### src/design/p2c_pkg.sv
// Shared types, constants and the CORDIC tables of the scan polar-to-cartesian core.
// Used by every module under design/; depends on nothing.
`default_nettype none

package p2c_pkg;

  localparam int unsigned MAX_RAYS      = 4096;
  localparam int unsigned CORDIC_STAGES = 16;
  localparam int unsigned ATAN_ENTRIES  = 24;
  localparam int unsigned STAGES =
    (CORDIC_STAGES > ATAN_ENTRIES) ? ATAN_ENTRIES : CORDIC_STAGES;

  localparam int unsigned RANGE_W  = 24;
  localparam int unsigned RAY_W    = 12;
  localparam int unsigned ANGLE_W  = 16;
  localparam int unsigned POINT_W  = 26;
  localparam int unsigned GUARD    = 8;
  localparam int unsigned KINV_W   = 30;
  localparam int unsigned PROD_W   = RANGE_W + KINV_W;
  // Working widths of the rotation: x and y reach about range * 2^GUARD, z a quarter turn.
  localparam int unsigned XW       = 35;
  localparam int unsigned ZW       = 34;
  localparam int unsigned SUM_W    = 36;

  localparam int unsigned CFG_IDX_W  = 3;
  localparam int unsigned CFG_DATA_W = 26;

  typedef enum logic [CFG_IDX_W-1:0] {
    CFG_START_ANGLE = 3'd0,
    CFG_ANGLE_STEP  = 3'd1,
    CFG_RANGE_LO    = 3'd2,
    CFG_RANGE_HI    = 3'd3,
    CFG_OFFSET_X    = 3'd4,
    CFG_OFFSET_Y    = 3'd5
  } cfg_reg_e;

  // One item on its way through the rotation.
  typedef struct packed {
    logic signed [XW-1:0] x;
    logic signed [XW-1:0] y;
    logic signed [ZW-1:0] z;
    logic [RAY_W-1:0]     ray;
  } p2c_vec_t;

  typedef logic [KINV_W-1:0] atan_t;

  // atan(2^-i) with a full turn of 2^32.
  localparam atan_t ATAN_TURN32 [ATAN_ENTRIES] = '{
    30'h20000000, 30'h12E4051E, 30'h09FB385B, 30'h051111D4, 30'h028B0D43,
    30'h0145D7E1, 30'h00A2F61E, 30'h00517C55, 30'h0028BE53, 30'h00145F2F,
    30'h000A2F98, 30'h000517CC, 30'h00028BE6, 30'h000145F3, 30'h0000A2FA,
    30'h0000517D, 30'h000028BE, 30'h0000145F, 30'h00000A30, 30'h00000518,
    30'h0000028C, 30'h00000146, 30'h000000A3, 30'h00000051
  };

  // Inverse CORDIC gain in Q30, evaluated at elaboration only: the product of
  // (1 + 2^-2i) in Q60, an integer square root, then a shift-subtract division.
  function automatic logic [KINV_W-1:0] gain_inv_f();
    logic [63:0] p;
    logic [63:0] v;
    logic [63:0] res;
    logic [63:0] bt;
    logic [63:0] rem;
    logic [63:0] quo;
    p = 64'd1 << 60;
    for (int i = 0; i < int'(STAGES); i++) begin
      p = p + (p >> (2 * i));
    end
    v   = p;
    res = 64'd0;
    bt  = 64'd1 << 62;
    for (int k = 0; k < 32; k++) begin
      if (bt != 64'd0) begin
        if (v >= res + bt) begin
          v   = v - (res + bt);
          res = (res >> 1) + bt;
        end else begin
          res = res >> 1;
        end
        bt = bt >> 2;
      end
    end
    if (res == 64'd0) begin
      res = 64'd1;
    end
    rem = 64'd0;
    quo = 64'd0;
    for (int k = 60; k >= 0; k--) begin
      rem = {rem[62:0], (k == 60)};
      if (rem >= res) begin
        rem    = rem - res;
        quo[k] = 1'b1;
      end
    end
    return quo[KINV_W-1:0];
  endfunction

  localparam logic [KINV_W-1:0] KINV = gain_inv_f();

endpackage

`default_nettype wire

### src/design/p2c_back.sv
// Back end: rounding off the guard bits, sensor offset and saturation into the output register.
// Depends on p2c_pkg.
`default_nettype none

module p2c_back (
  input  wire logic                              clk_i,
  input  wire logic                              rst_ni,
  input  wire logic                              adv_i,
  input  wire logic                              vld_i,
  input  wire p2c_pkg::p2c_vec_t                 vec_i,
  input  wire logic signed [p2c_pkg::POINT_W-1:0] offset_x_i,
  input  wire logic signed [p2c_pkg::POINT_W-1:0] offset_y_i,
  output logic                                   out_valid_o,
  output logic signed [p2c_pkg::POINT_W-1:0]     point_x_o,
  output logic signed [p2c_pkg::POINT_W-1:0]     point_y_o,
  output logic [p2c_pkg::RAY_W-1:0]              point_ray_o
);
  import p2c_pkg::*;

  localparam logic signed [SUM_W-1:0] OUT_MAX = SUM_W'((64'sd1 <<< (POINT_W-1)) - 1);
  localparam logic signed [SUM_W-1:0] OUT_MIN = -(SUM_W'(64'sd1 <<< (POINT_W-1)));

  logic signed [SUM_W-1:0]   x_rnd;
  logic signed [SUM_W-1:0]   y_rnd;
  logic signed [SUM_W-1:0]   x_sum;
  logic signed [SUM_W-1:0]   y_sum;
  logic signed [POINT_W-1:0] x_sat;
  logic signed [POINT_W-1:0] y_sat;
  logic                      out_valid_q;
  logic signed [POINT_W-1:0] point_x_q;
  logic signed [POINT_W-1:0] point_y_q;
  logic [RAY_W-1:0]          point_ray_q;

  always_comb begin
    x_rnd = (SUM_W'(vec_i.x) + SUM_W'(128)) >>> GUARD;
    y_rnd = (SUM_W'(vec_i.y) + SUM_W'(128)) >>> GUARD;
    x_sum = x_rnd + SUM_W'(offset_x_i);
    y_sum = y_rnd + SUM_W'(offset_y_i);
    priority if (x_sum > OUT_MAX) begin
      x_sat = POINT_W'(OUT_MAX);
    end else if (x_sum < OUT_MIN) begin
      x_sat = POINT_W'(OUT_MIN);
    end else begin
      x_sat = x_sum[POINT_W-1:0];
    end
    priority if (y_sum > OUT_MAX) begin
      y_sat = POINT_W'(OUT_MAX);
    end else if (y_sum < OUT_MIN) begin
      y_sat = POINT_W'(OUT_MIN);
    end else begin
      y_sat = y_sum[POINT_W-1:0];
    end
  end

  always_ff @(posedge clk_i or negedge rst_ni) begin
    if (!rst_ni) begin
      out_valid_q <= 1'b0;
    end else if (adv_i) begin
      out_valid_q <= vld_i;
    end
  end

  always_ff @(posedge clk_i) begin
    if (adv_i) begin
      point_x_q   <= x_sat;
      point_y_q   <= y_sat;
      point_ray_q <= vec_i.ray;
    end
  end

  assign out_valid_o = out_valid_q;
  assign point_x_o   = point_x_q;
  assign point_y_o   = point_y_q;
  assign point_ray_o = point_ray_q;

endmodule

`default_nettype wire

### config.mk
export PLATFORM = sky130hd
export DESIGN_NAME = p2c_back
export DESIGN_NICKNAME = d
export VERILOG_FILES = /design/src/design/p2c_pkg.sv /design/src/design/p2c_back.sv
export SDC_FILE = /design/constraint.sdc
export NUM_CORES = 1
export LEC_CHECK = 0
export ABC_AREA = 1
export ABC_CLOCK_PERIOD_IN_PS = 1000
export BUFFER_PORTS_ARGS = -buffer_cell sky130_fd_sc_hd__buf_4
export CORE_ASPECT_RATIO = 0.7
export CORE_MARGIN = 2
export CORE_UTILIZATION = 30
export CTS_CLUSTER_DIAMETER = 30
export DETAILED_ROUTE_END_ITERATION = 7
export GPL_TIMING_DRIVEN = 0
export PLACE_DENSITY_LB_ADDON = 0.1
export SETUP_SLACK_MARGIN = 0.1
export SLEW_MARGIN = 20
export SYNTH_ARGS = -nofsm -noshare
export SYNTH_HDL_FRONTEND = slang
export SYNTH_SLANG_ARGS = --single-unit
export TNS_END_PERCENT = 20
### constraint.sdc
create_clock -name clk_i -period 1 [get_ports clk_i]
set_input_delay 0 -clock clk_i [delete_from_list [all_inputs] [get_ports clk_i]]
set_output_delay 0 -clock clk_i [all_outputs]
set_load 0.02 [all_outputs]
## Word-level counts from Yosys, hierarchy flattened

Index checks and enable logic that the tools add are counted.

- Bits in registers: 65
- Input bits: 172
- Output and inout bits: 65
- Logic and storage cells: 14

- Add/sub/neg operators: 4
- $lt $le $gt $ge: 4
- Muxes and demuxes: 2

Operator list:

| kind | count |
|---|---|
| $add A35 B9 Y36 const B | 2 |
| $add A28 B26 Y29 | 2 |
| $gt A29 B26 Y1 const B | 2 |
| $lt A29 B26 Y1 const B | 2 |
| $mux W26 | 2 |

## Depth between registers and ports, before layout

- Word-level depth: 4
- Gate-level depth with buffers: 27
- Depth with buffers taken out: 26

## Least setup slack after synthesis

OpenSTA, ideal clock, no wires.

- Path type: input to register
- Start: input port vec_i[53] (netlist name)
- End: register point_y_q[10] (netlist: point_y_o[10]), data pin
- Setup time: 0.252 ns
- Data arrival time: 2.619 ns
- Data required time: 0.748 ns
- Path slack: -1.871 ns
- Stages on the path: 23
- Path buffers: 1
- Path through: ha_1 > nand3_1 > nor2_1 > nand2_1 > nor2_2 > nand2_1 > nor3_4 > nand4_1 > nor2_1 > xnor2_1 > inv_1 > ha_1 > a21oi_1 > o21ai_0 > nand2_1 > o211ai_1 > nor2_1 > nand3_1 > nand2_2 > inv_2 > nand2_2 > buf_6 > nand2_1

- Word-level cells in the longest chain between the ends: 4
- Elaborated cells between the ends (all ways): 5
- Classes of those cells: 2 x add/sub; 2 x order compare; 1 x mux

RTL lines:

| what | line | RTL |
|---|---|---|
| start: declaration | p2c_back.sv:10 | `input wire p2c_pkg::p2c_vec_t vec_i,` |
| $add A35 B9 Y36 (*) | p2c_back.sv:36 | `y_rnd = (SUM_W'(vec_i.y) + SUM_W'(128)) >>> GUARD;` |
| $add A28 B26 Y29 (*) | p2c_back.sv:38 | `y_sum = y_rnd + SUM_W'(offset_y_i);` |
| $lt A29 B26 Y1 | p2c_back.sv:48 | `end else if (y_sum < OUT_MIN) begin` |
| $mux W26 | p2c_back.sv:48 |  |
| end signal: assignment | p2c_back.sv:66 | `point_y_q <= y_sat;` |
| end: declaration | p2c_back.sv:31 | `logic signed [POINT_W-1:0] point_y_q;` |

Mark *: on every way between the ends. The rest lies on a longest branch, timed or not.
A chain may end at the register's enable or synchronous reset.

## Final worst setup path

- Start: input port vec_i[89] (netlist name)
- End: register point_x_q[7] (netlist: point_x_o[7]), data pin

- Word-level cells in the longest chain between the ends: 4
- Elaborated cells between the ends (all ways): 5
- Classes of those cells: 2 x add/sub; 2 x order compare; 1 x mux

RTL lines:

| what | line | RTL |
|---|---|---|
| $add A35 B9 Y36 (*) | p2c_back.sv:35 | `x_rnd = (SUM_W'(vec_i.x) + SUM_W'(128)) >>> GUARD;` |
| $add A28 B26 Y29 (*) | p2c_back.sv:37 | `x_sum = x_rnd + SUM_W'(offset_x_i);` |
| $lt A29 B26 Y1 | p2c_back.sv:41 | `end else if (x_sum < OUT_MIN) begin` |
| $mux W26 | p2c_back.sv:41 |  |
| end signal: assignment | p2c_back.sv:65 | `point_x_q <= x_sat;` |
| end: declaration | p2c_back.sv:30 | `logic signed [POINT_W-1:0] point_x_q;` |

Marked as above.

==> flow_summary_export.csv <==
group,metric,value,unit
run_status,status,"finished, violations left",
run_status,violations,"setup timing",
critical_path,cp_slowest_cell,"ha_1",
cells_and_area,final_cell_area,11400,um2
detailed_routing,drc,0,
global_route,grt_pass1_wl,40300,um
cts,numClockSinks,65,
cts,htreeDepth,3,
power,p_leak,5.67,nW
detailed_routing,via_per_inst,4.55,
floorplanning,die_h,137,um
cells_and_area,fillers,2585,
global_route,grt_pass1_vias,7276,
cts,cts_root_buf,"clkbuf_16",
global_route,antenna_found_initial,1,
critical_path,cp.arrival,3090,ps
floorplanning,design.core.area,24700,um2
sta,hold-worst-slack,62.4,ps
cts,clockBufferDepth,2,
sta,finalHoldViolations,0,
place,placed_area,9530,um2
sta,clock_skew,0,ps
place,io_buffers,188,
floorplanning,initial_core_util,30.7,%
sta,final.min_clock_period,2990,ps
global_route,use_met1,34.3,%
critical_path,cp_max_fo,6,
sta,rsz0062_at_grt,"yes",
detailed_routing,vias,7862,
critical_path,setup.worst_path.class,"in2reg",
critical_path,critPathCaptureType,"flip-flop",
sta,slew-limit-headroom,58.6,%
logic_synthesis,yosysWarningCount,0,
sta,setup-violations-final,52,
cells_and_area,drive_above_1_share,33.8,%
power,p_per_area,1270,nW/um2
sta,fin_setup_tns,-100550,ps
logic_synthesis,synth_nets,1377,
floorplanning,rows,48,
detailed_routing,avgRoutedWirePerCell,15.2,um
cts,cts_buffers,9,
detailed_routing,drtPass1Iterations,5,
logic_synthesis,postSynth.asyncResetShare,1.54,%
logic_synthesis,ys_ff_latch,65,
cts,clk_pin_slew_worst_paths,60,ps
floorplanning,io_pins,237,
critical_path,slowest_delay,330,ps
cells_and_area,area_growth,49.9,%
worst_hold_path,hp-class,"in2reg",
cts,clk_latency,330,ps
global_route,overflow,0,
critical_path,crit_top_cell,"nand2_1",
global_route,grt.total_usage,19.8,%
detailed_routing,drt_iter0_drc,502,
sta,finalMaxSlewViolations,0,
sta,worstMarginPinSlew,620,ps
floorplanning,die_x,194,um
logic_synthesis,yosysSeqAreaShare,25.6,%
power,peakVddDrop,0.835,mV
cells_and_area,layout.nets,1638,
global_route,grt_use_met2,23.6,%
place,dp_hpwl,21900,um
sta,timing.final.crit_share,299,%
sta,setup_ws,-1990,ps
logic_synthesis,ys.flop_type,"edfxtp_1",
detailed_routing,drt_wl_total,26300,um
logic_synthesis,syn_area,7590,um2
global_route,global_route.usage.met3,3.65,%
critical_path,required,1090,ps
global_route,grt_busiest_layer,"met1",
floorplanning,dieArea,26600,um2
detailed_routing,detail-route-antenna-nets,0,
logic_synthesis,synthesis.instances,1135,
job,maxCapViolCount,0,
cts,cts_tree,"built",
critical_path,critPathLaunchType,"primary input",
logic_synthesis,synth-edff-count,64,
place,gp_congestion,0.894,
logic_synthesis,ys_types,35,
global_route,grt_start_max_net_pins,66,
sta,max_freq,334,MHz
logic_synthesis,avgSynthCellArea,6.69,um2
-- cells by family (layout without fill, tap and decap cells) --
family                   Yosys count  count (layout)  synth area share, %
flip-flops                        65              65                 25.6
multiplexers                       1               1                0.148
AO/OA/AOI/OAI                     81              81                 5.90
adder cells (fa/ha/maj)           70              70                 11.7
AND/OR/NAND/NOR                  622             622                 35.0
other                              0               1                    0
XOR/XNOR                          94              94                 10.8
buffers and inverters            202             468                 10.8
-- metal layers --
layer	wire, um	up-vias
met2	8860	224
met4	153	0
li1	-	4110
met1	15600	3519
met5	0	-
met3	1650	9
-- cells in the mapped netlist, types with 14 or more instances --
cell | n | area (um2)
nor3_1 | 17 | 85.1
nand2_1 | 410 | 1540
edfxtp_1 | 64 | 1920
nor2_1 | 92 | 345
nand4_1 | 14 | 87.6
inv_1 | 190 | 713
a21oi_1 | 55 | 275
xnor2_1 | 33 | 289
xor2_1 | 61 | 534
ha_1 | 68 | 851
nand3_1 | 43 | 215
-- through the flow --
stage               setup slack, ps  util, %  std cells  total power, mW
floorplan                     -1810        -       1135             7.43
global placement              -2810     38.5       1648             9.73
detailed placement            -2880     38.5       1648             9.74
CTS                           -1840     44.6       1716             14.2
global route                  -2200     46.0       1727             15.4
finish                        -1990     46.0       1727             14.4
-- area by class of cell --
| cell class | count | area [um2] | area share (%) |
|---|---|---|---|
| antenna | 1 | 2.50 | 0.0220 |
| buffer | 8 | 101 | 0.891 |
| clock buffer | 9 | 225 | 1.98 |
| clock inverter | 7 | 77.6 | 0.682 |
| inverter | 194 | 728 | 6.40 |
| multi-input combinational | 868 | 5700 | 50.1 |
| sequential | 65 | 1950 | 17.1 |
| tap | 325 | 407 | 3.57 |
| timing repair buffer | 250 | 2190 | 19.2 |
-- where the power goes --
| part | internal, mW | switching, mW |
|---|---|---|
| Combinational | 3.19 | 4.17 |
| Clock | 1.95 | 1.26 |
| Sequential | 3.67 | 0.209 |
-- what timing repair did --
| action | 4_1_cts | 5_1_grt |
|---|---|---|
| resized for setup | 178 | 82 |
| pin swaps | 85 | 51 |
| setup endpoints to repair | 68 | 83 |
| gates cloned | 6 | 1 |
| hold buffers | 15 | 0 |
| endpoints found under the hold margin | 14 | 0 |
| buffers inserted | 31 | 9 |
-- sequential cells by signal (all words and copies together) (netlist names) --
signal,count
point_x_o,26
point_y_o,26
point_ray_o,12
out_valid_o,1
-- worst max-delay path: cells and delay by family --
family	cells	cell delay [ps]
XOR/XNOR	1	150
buffers and inverters	6	640
AND/OR/NAND/NOR	16	1650
AO/OA/AOI/OAI	1	170
adder cells (fa/ha/maj)	2	470
-- worst paths after layout --
path	startpoint	endpoint	slack, ps	cells past startpoint
setup / recovery	vec_i[89]	point_x_o[7]	-1990	26
hold / removal	offset_x_i[0]	point_x_o[0]	60	4
setup reg to reg	out_valid_o	out_valid_o	250	1
hold reg to reg	out_valid_o	out_valid_o	520	1
max in group asynchronous	rst_ni	out_valid_o	390	3
min in group asynchronous	rst_ni	out_valid_o	500	3
-- layout by cell type (no fill, tap or decap), types with 3 or more instances in the layout --
cell type,instances
nor4_2,4
a21oi_1,37
nor4_1,4
a21oi_4,3
o21ai_0,7
inv_1,185
a21oi_2,16
nand2_4,15
a31oi_1,4
buf_6,48
nor2_2,22
nor3_4,8
ha_1,56
nor3_1,9
edfxtp_1,64
nor3_2,7
nand2_2,77
nand3_1,34
nor2_4,13
nand4_1,14
buf_16,3
nand2_1,326
ha_4,9
o21bai_1,6
clkbuf_16,9
xnor2_1,31
buf_4,182
nor2_1,63
inv_2,9
ha_2,3
buf_8,7
xor2_1,61
nand3_2,13
nand3_4,5
dlygate4sd3_1,15
Note: power is estimated with default switching activity, not from simulation.
