### config.mk
export PLATFORM = sky130hd
export DESIGN_NAME = p2c_front
export DESIGN_NICKNAME = d
export VERILOG_FILES = /design/src/design/p2c_pkg.sv /design/src/design/p2c_front.sv
export SDC_FILE = /design/constraint.sdc
export NUM_CORES = 1
export LEC_CHECK = 0
export BUFFER_PORTS_ARGS = -buffer_cell sky130_fd_sc_hd__buf_2
export CORE_MARGIN = 5
export CORE_UTILIZATION = 39
export DETAILED_ROUTE_END_ITERATION = 10
export PLACE_DENSITY = 0.57
export SETUP_SLACK_MARGIN = 0.3
export SLEW_MARGIN = 10
export SYNTH_ARGS = -nofsm -noshare
export SYNTH_HDL_FRONTEND = slang
export SYNTH_SLANG_ARGS = --single-unit
### constraint.sdc
create_clock -name clk_i -period 4.45 [get_ports clk_i]
set_input_delay 0.2225 -clock clk_i [delete_from_list [all_inputs] [get_ports clk_i]]
set_output_delay 0.2225 -clock clk_i [all_outputs]
set_load 0.02 [all_outputs]
### src/design/p2c_pkg.sv
// Shared types, constants and the CORDIC tables of the scan polar-to-cartesian core.
// Used by every module under design/; depends on nothing.
`default_nettype none

package p2c_pkg;

  localparam int unsigned MAX_RAYS      = 4096;
  localparam int unsigned CORDIC_STAGES = 16;
  localparam int unsigned ATAN_ENTRIES  = 24;
  localparam int unsigned STAGES =
    (CORDIC_STAGES > ATAN_ENTRIES) ? ATAN_ENTRIES : CORDIC_STAGES;

  localparam int unsigned RANGE_W  = 24;
  localparam int unsigned RAY_W    = 12;
  localparam int unsigned ANGLE_W  = 16;
  localparam int unsigned POINT_W  = 26;
  localparam int unsigned GUARD    = 8;
  localparam int unsigned KINV_W   = 30;
  localparam int unsigned PROD_W   = RANGE_W + KINV_W;
  // Working widths of the rotation: x and y reach about range * 2^GUARD, z a quarter turn.
  localparam int unsigned XW       = 35;
  localparam int unsigned ZW       = 34;
  localparam int unsigned SUM_W    = 36;

  localparam int unsigned CFG_IDX_W  = 3;
  localparam int unsigned CFG_DATA_W = 26;

  typedef enum logic [CFG_IDX_W-1:0] {
    CFG_START_ANGLE = 3'd0,
    CFG_ANGLE_STEP  = 3'd1,
    CFG_RANGE_LO    = 3'd2,
    CFG_RANGE_HI    = 3'd3,
    CFG_OFFSET_X    = 3'd4,
    CFG_OFFSET_Y    = 3'd5
  } cfg_reg_e;

  // One item on its way through the rotation.
  typedef struct packed {
    logic signed [XW-1:0] x;
    logic signed [XW-1:0] y;
    logic signed [ZW-1:0] z;
    logic [RAY_W-1:0]     ray;
  } p2c_vec_t;

  typedef logic [KINV_W-1:0] atan_t;

  // atan(2^-i) with a full turn of 2^32.
  localparam atan_t ATAN_TURN32 [ATAN_ENTRIES] = '{
    30'h20000000, 30'h12E4051E, 30'h09FB385B, 30'h051111D4, 30'h028B0D43,
    30'h0145D7E1, 30'h00A2F61E, 30'h00517C55, 30'h0028BE53, 30'h00145F2F,
    30'h000A2F98, 30'h000517CC, 30'h00028BE6, 30'h000145F3, 30'h0000A2FA,
    30'h0000517D, 30'h000028BE, 30'h0000145F, 30'h00000A30, 30'h00000518,
    30'h0000028C, 30'h00000146, 30'h000000A3, 30'h00000051
  };

  // Inverse CORDIC gain in Q30, evaluated at elaboration only: the product of
  // (1 + 2^-2i) in Q60, an integer square root, then a shift-subtract division.
  function automatic logic [KINV_W-1:0] gain_inv_f();
    logic [63:0] p;
    logic [63:0] v;
    logic [63:0] res;
    logic [63:0] bt;
    logic [63:0] rem;
    logic [63:0] quo;
    p = 64'd1 << 60;
    for (int i = 0; i < int'(STAGES); i++) begin
      p = p + (p >> (2 * i));
    end
    v   = p;
    res = 64'd0;
    bt  = 64'd1 << 62;
    for (int k = 0; k < 32; k++) begin
      if (bt != 64'd0) begin
        if (v >= res + bt) begin
          v   = v - (res + bt);
          res = (res >> 1) + bt;
        end else begin
          res = res >> 1;
        end
        bt = bt >> 2;
      end
    end
    if (res == 64'd0) begin
      res = 64'd1;
    end
    rem = 64'd0;
    quo = 64'd0;
    for (int k = 60; k >= 0; k--) begin
      rem = {rem[62:0], (k == 60)};
      if (rem >= res) begin
        rem    = rem - res;
        quo[k] = 1'b1;
      end
    end
    return quo[KINV_W-1:0];
  endfunction

  localparam logic [KINV_W-1:0] KINV = gain_inv_f();

endpackage

`default_nettype wire

### src/design/p2c_front.sv
// Front end: sample filter, angle and gain multiplies, half-turn fold.
// Two register stages; depends on p2c_pkg.
`default_nettype none

module p2c_front (
  input  wire logic                          clk_i,
  input  wire logic                          rst_ni,
  input  wire logic                          adv_i,
  input  wire logic                          in_valid_i,
  input  wire logic [p2c_pkg::RANGE_W-1:0]   range_value_i,
  input  wire logic [p2c_pkg::RAY_W-1:0]     ray_index_i,
  input  wire logic                          sample_invalid_i,
  input  wire logic [p2c_pkg::ANGLE_W-1:0]   start_angle_i,
  input  wire logic [p2c_pkg::ANGLE_W-1:0]   angle_step_i,
  input  wire logic [p2c_pkg::RANGE_W-1:0]   range_lo_i,
  input  wire logic [p2c_pkg::RANGE_W-1:0]   range_hi_i,
  output logic                               vld_o,
  output p2c_pkg::p2c_vec_t                  vec_o
);
  import p2c_pkg::*;

  logic                   keep;
  logic                   vld_a_q;
  logic [PROD_W-1:0]      prod_a_q;
  logic [ANGLE_W-1:0]     ang_a_q;
  logic [RAY_W-1:0]       ray_a_q;
  logic [RAY_W+ANGLE_W-1:0] ang_full;
  logic [PROD_W:0]        prod_rnd;
  logic [XW-1:0]          x0;
  logic [ANGLE_W-1:0]     ang_sum;
  logic [ANGLE_W-1:0]     ang_chk;
  logic                   fold;
  logic [ANGLE_W-1:0]     ang_fold;
  p2c_vec_t               vec_d;
  logic                   vld_b_q;
  p2c_vec_t               vec_b_q;

  // At the present index width the ray compare always passes; it matters for a smaller MAX_RAYS.
  assign keep = !sample_invalid_i && (range_value_i >= range_lo_i) &&
                (range_value_i <= range_hi_i) &&
                ({1'b0, ray_index_i} < (RAY_W+1)'(MAX_RAYS));

  // Only the low bits of index times step matter: the angle wraps at a full turn.
  assign ang_full = ray_index_i * angle_step_i;

  always_ff @(posedge clk_i or negedge rst_ni) begin
    if (!rst_ni) begin
      vld_a_q <= 1'b0;
    end else if (adv_i) begin
      vld_a_q <= in_valid_i && keep;
    end
  end

  always_ff @(posedge clk_i) begin
    if (adv_i) begin
      prod_a_q <= range_value_i * KINV;
      ang_a_q  <= ang_full[ANGLE_W-1:0];
      ray_a_q  <= ray_index_i;
    end
  end

  always_comb begin
    prod_rnd = {1'b0, prod_a_q} + ((PROD_W+1)'(1) << (30 - GUARD - 1));
    x0       = XW'(prod_rnd[PROD_W:30-GUARD]);
    ang_sum  = start_angle_i + ang_a_q;
    ang_chk  = ang_sum + ANGLE_W'(16384);
    fold     = ang_chk[ANGLE_W-1];
    ang_fold = fold ? (ang_sum ^ ANGLE_W'(32768)) : ang_sum;
    vec_d.x   = fold ? -$signed(x0) : $signed(x0);
    vec_d.y   = '0;
    vec_d.z   = {{(ZW-ANGLE_W-16){ang_fold[ANGLE_W-1]}}, ang_fold, 16'd0};
    vec_d.ray = ray_a_q;
  end

  always_ff @(posedge clk_i or negedge rst_ni) begin
    if (!rst_ni) begin
      vld_b_q <= 1'b0;
    end else if (adv_i) begin
      vld_b_q <= vld_a_q;
    end
  end

  always_ff @(posedge clk_i) begin
    if (adv_i) begin
      vec_b_q <= vec_d;
    end
  end

  assign vld_o = vld_b_q;
  assign vec_o = vec_b_q;

  a_invalid_dropped: assert property (@(posedge clk_i) disable iff (!rst_ni)
    (adv_i && in_valid_i && sample_invalid_i) |=> !vld_a_q)
    else $error("flagged sample entered the pipeline");

  a_window_dropped: assert property (@(posedge clk_i) disable iff (!rst_ni)
    (adv_i && in_valid_i && (range_lo_i > range_hi_i)) |=> !vld_a_q)
    else $error("sample passed an empty range window");

  a_hold_on_stall: assert property (@(posedge clk_i) disable iff (!rst_ni)
    !adv_i |=> ($stable(vld_a_q) && $stable(vld_b_q)))
    else $error("front stage valid bits moved during a stall");

endmodule

`default_nettype wire

* After elaboration in Yosys (flattened, before gate mapping)
Cells that the tools add are included.
** Cells by class
- Div/mod/pow operators :: 0
- Reductions and logical operators :: 4
- Bitwise operators :: 1
- Add/subtract/negate cells :: 4
- Multiply operators :: 2
- Eq/ne operators :: 0
- $lt $le $gt $ge :: 2
- Shifts and indexed selects :: 0
- Multiplexer cells :: 2
** Operators by type and width (number)
- $add 54x22->55 const B :: 1
- $mul 24x29->53 const B :: 1
- $neg 33->35 :: 1
- $mux 33 :: 1
- $ge 24x24->1 :: 1
- $le 24x24->1 :: 1
- $add 16x15->16 const B :: 1
- $add 16x16->16 :: 1
- $mul 12x16->16 :: 1
- $mux 16 :: 1
- $logic_and 1x1->1 :: 3
- $logic_not 1->1 :: 1
- $not 1->1 :: 1
** Word-level totals
- Output and inout port bits :: 117
- Bits of input ports :: 121
- Memories kept :: 0
- Word-level logic and storage cells :: 24
- Memory bits (writable) :: 0
- Latch bits :: 0
- Bits in read-only memories :: 0
- Register bits after elaboration :: 146

* Logic depth before layout (Yosys ltp)
Gate-level depths: netlist of run 1.
- Depth in word-level cells :: 4
- Depth in mapped cells :: 25
- Gate-level depth less buffers :: 25

* Worst setup path after synthesis of run 1
No wires, ideal clock.
- Path kind :: input -> register
- From :: input range_value_i[4] in the netlist's numbering
- To :: register prod_a_q[46], data pin
- Arrival time :: 5949 ps
- Data required time :: 4192 ps
- Path buffers :: 0
- Stages on the path :: 22
- Library setup time :: 258 ps
- Path slack :: -1757 ps
- Cell sequence :: inv_1 > ha_1 > inv_1 > fa_1 > inv_1 > fa_1 > inv_1 > fa_1 > fa_1 > fa_1 > inv_1 > fa_1 > inv_1 > ha_1 > nand4_1 > or2_2 > a211o_1 > a31o_2 > o22ai_1 > a41oi_1 > o21ba_2 > xnor2_1
** On the way
- Longest elaborated chain between the ends :: 1
** Ends and longest elaborated chain
- start: declaration :: RTL line p2c_front.sv:10 : input wire logic [p2c_pkg::RANGE_W-1:0] range_value_i,
- $mul 24x29->53 :: RTL line p2c_front.sv:56 : prod_a_q <= range_value_i * KINV;
- end signal: assignment :: RTL line p2c_front.sv:56
- end: declaration :: RTL line p2c_front.sv:24 : logic [PROD_W-1:0] prod_a_q;
Every way passes these cells.
A chain may end at the register's enable or synchronous reset.

* Final worst setup path of run 1
- From :: input range_value_i[7] in the netlist's numbering
- To :: register prod_a_q[46], data pin
Same word-level chain as after synthesis.

==> flow_summary_export.csv, run 1 <==
group,metric,value,unit
place,dp_hpwl,57130,um
final_layout,antennaDiodeCount,0,
status,failed_checks,"negative setup slack",
critical_path,path_max_fanout,4,
synthesis,synth_seq_area_share,15.99,%
synthesis,yosysTopAreaCellShare,31.73,%
clock_tree,clock-root-buffer,"clkbuf_16",
hold_path,holdCritStartpoint,"start_angle_i[0]",
critical_path,cpMostUsedCell,"fa_2",
place,port_buffers,186,
timing,fmaxAchievable,0.1720,GHz
routing,wirelength,64020,um
critical_path,worstPathCellList,"buf_8, fa_2, inv_2, fa_2, inv_2, fa_2, fa_1, fa_1, fa_2, fa_2, ha_4, o21ai_2, a32oi_2, o41ai_2, buf_4, a211o_4, a31o_4, o22ai_4, a41oi_2, o21ba_2, xnor2_1",
synthesis,postSynthAreaPerCell,10.02,um2
routing,ant_nets,0,
timing,worst_slew_pin_slew,787.7,ps
synthesis,synth_edf_count,123,
timing,fin_crit,5813,ps
critical_path,startpoint,"range_value_i[7]",
synthesis,netlist_area,0.02341,mm2
clock_tree,cts.reportedPaths.clkPinSlew,60,ps
critical_path,end_kind,"flip-flop",
routing,vias_per_cell,4.692,
grt,grt_pass1_wl,100500,um
final_layout,layout-area-overhead-vs-synth,27.06,%
timing,slew_viol_final,0,
clock_tree,cts.sinks,125,
floorplan,fp.dieH,255.0,um
grt,grt_pass1_vias,18450,
grt,antenna_found_initial,0,
timing,rsz0062_at_grt,"true",
critical_path,max_stage_delay,600,ps
grt,grt.total_usage,19.93,%
floorplan,coreArea,0.05924,mm2
floorplan,die_w,255.0,um
critical_path,crit_path_start_kind,"primary input",
synthesis,synth_cells,2337,
synthesis,synth.top_cells.by_area,"fa_1 (32%), ha_1 (18%), edfxtp_1 (16%)",
routing,wl_per_cell,17.53,um
run,maxCapViolCount,0,
critical_path,crit_required,4650,ps
place,finalWeightedCongestion,0.9741,
clock_tree,cts_inserted_buffers,17,
clock_tree,cts_tree,"built",
synthesis,async_flop_share,1.600,%
grt,overflow,0,
timing,setup_violations,33,
synthesis,synth_area_leader_cell,"fa_1",
routing,vias,17140,
timing,worst_slack,-1363,ps
floorplan,initial_utilization,39.51,%
routing,drt-initial-drc-count,739,
timing,fin_crit_sh,130.6,%
final_layout,fin_nets,3693,
status,outcome,"finished, violations left",
routing,drtPass1Iterations,5,
critical_path,timing.rr.start,"prod_a_q[22]",
timing,relSlewSlack,47.05,%
floorplan,placementRows,89,
clock_tree,clockBufferDepth,2,
synthesis,yosys_warnings,0,
synthesis,synth-seq-cells,125,
clock_tree,clock_latency,460,ps
timing,hold_viol,0,
critical_path,crit_arrival,6010,ps
floorplan,dieArea,0.06502,mm2
critical_path,slowest_stage,"fa_2",
critical_path,critPathKind,"primary input to flip-flop",
clock_tree,ctsHtreeMaxLevel,4,
final_layout,drive_gt1_share,29.21,%
final_layout,postLayoutCellArea,0.02974,mm2
hold_path,hp-class,"primary input to flip-flop",
routing,remaining_drc_errors,0,
timing,fin_skew,10.09,ps
floorplan,io-pin-count,238,
grt,grt_max_degree,76,
synthesis,synth_top_flop_cell,"edfxtp_1",
place,place_area,0.02795,mm2
synthesis,synth_cell_type_count,82,
-- timing repair --
item,in CTS,in global routing
hold buffers,1,1
gates resized for setup,152,105
setup buffers,13,12
hold endpoints to repair,2,1
pin swaps,83,60
setup endpoints to repair,35,37
-- cell type report --
| class | instances | area, um2 |
|---|---|---|
| Tap cell | 773 | 967.2 |
| Clock buffer | 18 | 429.2 |
| Inverter | 583 | 2200 |
| Sequential cell | 125 | 3744 |
| Clock inverter | 14 | 135.1 |
| Timing Repair Buffer | 552 | 3980 |
| Multi-Input combinational cell | 1587 | 18290 |
| Fill cell | 5521 | 29500 |
-- cell usage in the layout, fill, tap and decap left out, types with 46 or more instances in the layout --
master / instances
ha_1: 280
edfxtp_1: 123
xnor2_1: 105
inv_1: 542
ha_4: 46
nand2_1: 130
buf_4: 361
nor2_1: 58
fa_1: 332
conb_1: 51
buf_2: 149
a21oi_1: 58
-- final timing paths --
| check | cells after the start | slack, ps | endpoint |
|---|---|---|---|
| max in group asynchronous | 2 | 4280 | vld_a_q |
| min in group asynchronous | 2 | 80 | vld_o |
| hold / removal | 2 | 70 | vec_o[28] |
| setup / recovery | 21 | -1360 | prod_a_q[46] |
| setup reg to reg | 10 | 700 | vec_o[110] |
| hold reg to reg | 0 | 410 | vec_o[2] |
-- state kept, by name, indices dropped and copies added (netlist names) --
register / cells
vld_o: 1
vec_o: 62
ray_a_q: 12
prod_a_q: 33
ang_a_q: 16
vld_a_q: 1
-- worst max-delay path: cells and delay by family --
| kind | cells | cell delay [ps] |
|---|---|---|
| adders and majority gates | 8 | 3860 |
| AOI/OAI and AO/OA | 8 | 1440 |
| buffers and inverters | 4 | 350 |
| xor gates and xnor gates | 1 | 120 |
-- cells by family after synthesis --
kind of cell,after synthesis,share of synthesized area [%]
fa+ha+maj,706,49.64
buf+inv,675,11.84
simple gates,408,8.937
compound gates,275,8.018
xor+xnor,143,5.383
flops,125,15.99
mux,4,0.1764
other cells,1,0.01602
-- stage by stage --
step	setup slack [ps]	hold slack (ps)	cells	setup TNS, ps	util (%)
after floorplan	-1491	-73.09	2387	-36610	-
after global placement	-2032	17.69	3593	-59440	47.18
after detailed placement	-2116	13.83	3593	-61330	47.18
after CTS	-1332	31.20	3639	-35220	49.25
after global routing	-1488	51.21	3652	-40790	50.20
final	-1363	69.21	3652	-36650	50.20
-- metal layers --
layer | up-vias | part of all wire [%] | GRT usage [%]
met2 | 376 | 46 | 31.23
li1 | 8413 | - | -
met4 | 0 | 1.8 | 4.593
met1 | 8289 | 47 | 28.38
met5 | - | 0 | 0
met3 | 57 | 5.5 | 4.613
-- Yosys cell counts (7+ instances only) --
master / n
buf_2: 7
and2_1: 46
nor2b_1: 13
nand2_1: 144
nor3_1: 20
xor2_1: 35
and4_1: 9
nand4_1: 23
o21ai_0: 45
a211oi_1: 8
a31oi_1: 10
edfxtp_1: 123
a21oi_1: 78
buf_4: 59
and3_1: 11
clkbuf_1: 25
or2_2: 11
nand2b_1: 12
fa_1: 371
o21a_1: 13
xnor2_1: 107
ha_1: 335
nor2_1: 62
nand3_1: 26
a21o_1: 41
inv_1: 583
Power of run 1 is not shown: default switching activity piles up to over one toggle a cycle in this logic, so the estimate is an artifact.
==> run 2, diff against run 1 <==
clock period = 6.6 ns   (was 4.45 ns; I/O delays follow)
==> run 2 against run 1 <==
Effect of this change: the run now ends clean; setup slack improved by 1800 ps; design area decreased by 8.2%; core utilization decreased by 4.1 points; worst hold slack improved by 90 ps; cell count decreased by 4.7%; register-to-register slack improved by 2300 ps.
==> flow_summary_export.csv, run 2 (synthesized netlist as in run 1, its figures left out) <==
group,metric,value,unit
final_layout,fin_nets,3522,
clock_tree,clock_latency,450,ps
run,maxCapViolCount,0,
routing,vias,16630,
critical_path,critPathKind,"primary input to flip-flop",
timing,worst_slew_pin_slew,824.1,ps
grt,antenna_found_initial,1,
timing,relSlewSlack,44.55,%
grt,grt_pass1_wl,99670,um
floorplan,placementRows,89,
final_layout,largest_reg_flops,62,
hold_path,hp-class,"primary input to flip-flop",
routing,drt-initial-drc-count,812,
timing,holdWs,159.0,ps
critical_path,crit_path_start_kind,"primary input",
critical_path,path_max_fanout,6,
floorplan,coreArea,0.05924,mm2
status,outcome,"finished, final reports clean",
floorplan,initial_utilization,39.51,%
timing,fin_crit_sh,93.14,%
grt,grt_pass1_vias,17520,
critical_path,critPathBufInv,7,
final_layout,layout_commonest_cell,"inv_1",
timing,fmaxAchievable,0.1627,GHz
clock_tree,cts_tree,"built",
routing,ant_nets,0,
clock_tree,clockBufferDepth,2,
clock_tree,cts.reportedPaths.clkPinSlew,70,ps
place,dp_hpwl,56890,um
critical_path,critical-path-top-delay-family,"adder cells",
floorplan,fp.dieH,255.0,um
timing,fin_skew,11.26,ps
place,finalWeightedCongestion,0.9398,
critical_path,max_stage_delay,580,ps
final_layout,layout-area-overhead-vs-synth,16.59,%
floorplan,die_w,255.0,um
clock_tree,cts.sinks,125,
timing,setup_violations,0,
clock_tree,cts_inserted_buffers,17,
critical_path,cpMostUsedCell,"fa_1",
final_layout,layout_common_cells,"inv_1 (579), fa_1 (364), ha_1 (327), buf_4 (192), buf_2 (183)",
critical_path,worstPathCellList,"buf_4, fa_2, inv_2, fa_1, fa_1, inv_1, fa_1, fa_1, fa_1, inv_1, fa_1, inv_2, ha_4, buf_4, nor2b_4, o21ai_1, a211o_1, buf_6, a311oi_4, o21ai_2, o21bai_1, a21oi_1, xnor2_1",
critical_path,crit_arrival,6350,ps
final_layout,final_core_util,46.07,%
routing,remaining_drc_errors,0,
floorplan,io-pin-count,238,
routing,vias_per_cell,4.777,
routing,wl_per_cell,18.26,um
grt,grt_max_degree,56,
timing,rsz0062_at_grt,"true",
floorplan,dieArea,0.06502,mm2
critical_path,slowest_stage,"fa_2",
critical_path,crit_required,6800,ps
grt,overflow,0,
timing,slew_viol_final,0,
critical_path,end_kind,"flip-flop",
clock_tree,ctsHtreeMaxLevel,4,
timing,fin_crit,6147,ps
final_layout,drive_gt1_share,17.84,%
routing,drtPass1Iterations,5,
routing,wirelength,63590,um
timing,hold_viol,0,
grt,grt.total_usage,19.88,%
clock_tree,clock-root-buffer,"clkbuf_16",
place,port_buffers,186,
[run 2: changes by cell type in the layout (fill, tap and decap cells not counted), moves of 25 or more]
cell | previous run | this run
buf_2 | 149 | 183
buf_4 | 361 | 192
buf_6 | 27 | 2
fa_1 | 332 | 364
fa_2 | 39 | 7
ha_1 | 280 | 327
ha_4 | 46 | 8
inv_1 | 542 | 579
inv_2 | 37 | 3
[run 2: worst paths after layout]
path                                 to  cells after the start  slack [ps]             start
min                         ray_a_q[10]                      1         160   ray_index_i[10]
max in group asynchronous       vld_a_q                      2        6320            rst_ni
max                        prod_a_q[38]                     23         450  range_value_i[4]
min in group asynchronous         vld_o                      2         180            rst_ni
min reg2reg                    vec_o[9]                      0         420        ray_a_q[9]
max reg2reg                  vec_o[110]                     10        2950      prod_a_q[22]
[run 2: layer usage]
| metal | GRT usage (%) | share of wire [%] |
|---|---|---|
| met5 | 0 | 0 |
| met4 | 2.732 | 0.73 |
| met3 | 3.221 | 4.4 |
| met2 | 30.87 | 45 |
| met1 | 30.24 | 50 |
[run 2: through the flow]
| stage | worst slack (ps) | TNS [ps] | cell area (um2) | instances |
|---|---|---|---|---|
| floorplan | 341.7 | 0 | 23600 | 2387 |
| global placement | -148.3 | -497.8 | 26360 | 3443 |
| detailed placement | -212.5 | -1672 | 26360 | 3443 |
| CTS | 310.8 | 0 | 27000 | 3476 |
| global route | 244.6 | 0 | 27290 | 3482 |
| finish | 453.0 | 0 | 27290 | 3482 |
[run 2: timing repair]
item / CTS / global route
buffers inserted: 0 / 5
hold buffers: 1 / 0
resized for setup: 1 / 52
pin swaps: 0 / 26
hold endpoints to repair: 2 / 0
setup endpoints to repair: 1 / 19
[run 2: area by class of cell]
class / count / area, um2
fillers: 5684 / 31950
multi-input cells: 1587 / 17320
flip-flops and latches: 125 / 3744
repair buffers: 381 / 2437
inverters: 583 / 2192
well taps: 773 / 967.2
clock buffers: 17 / 425.4
clock inverters: 15 / 197.7
diodes: 1 / 2.502
Power of run 2 is left out for the same reason.
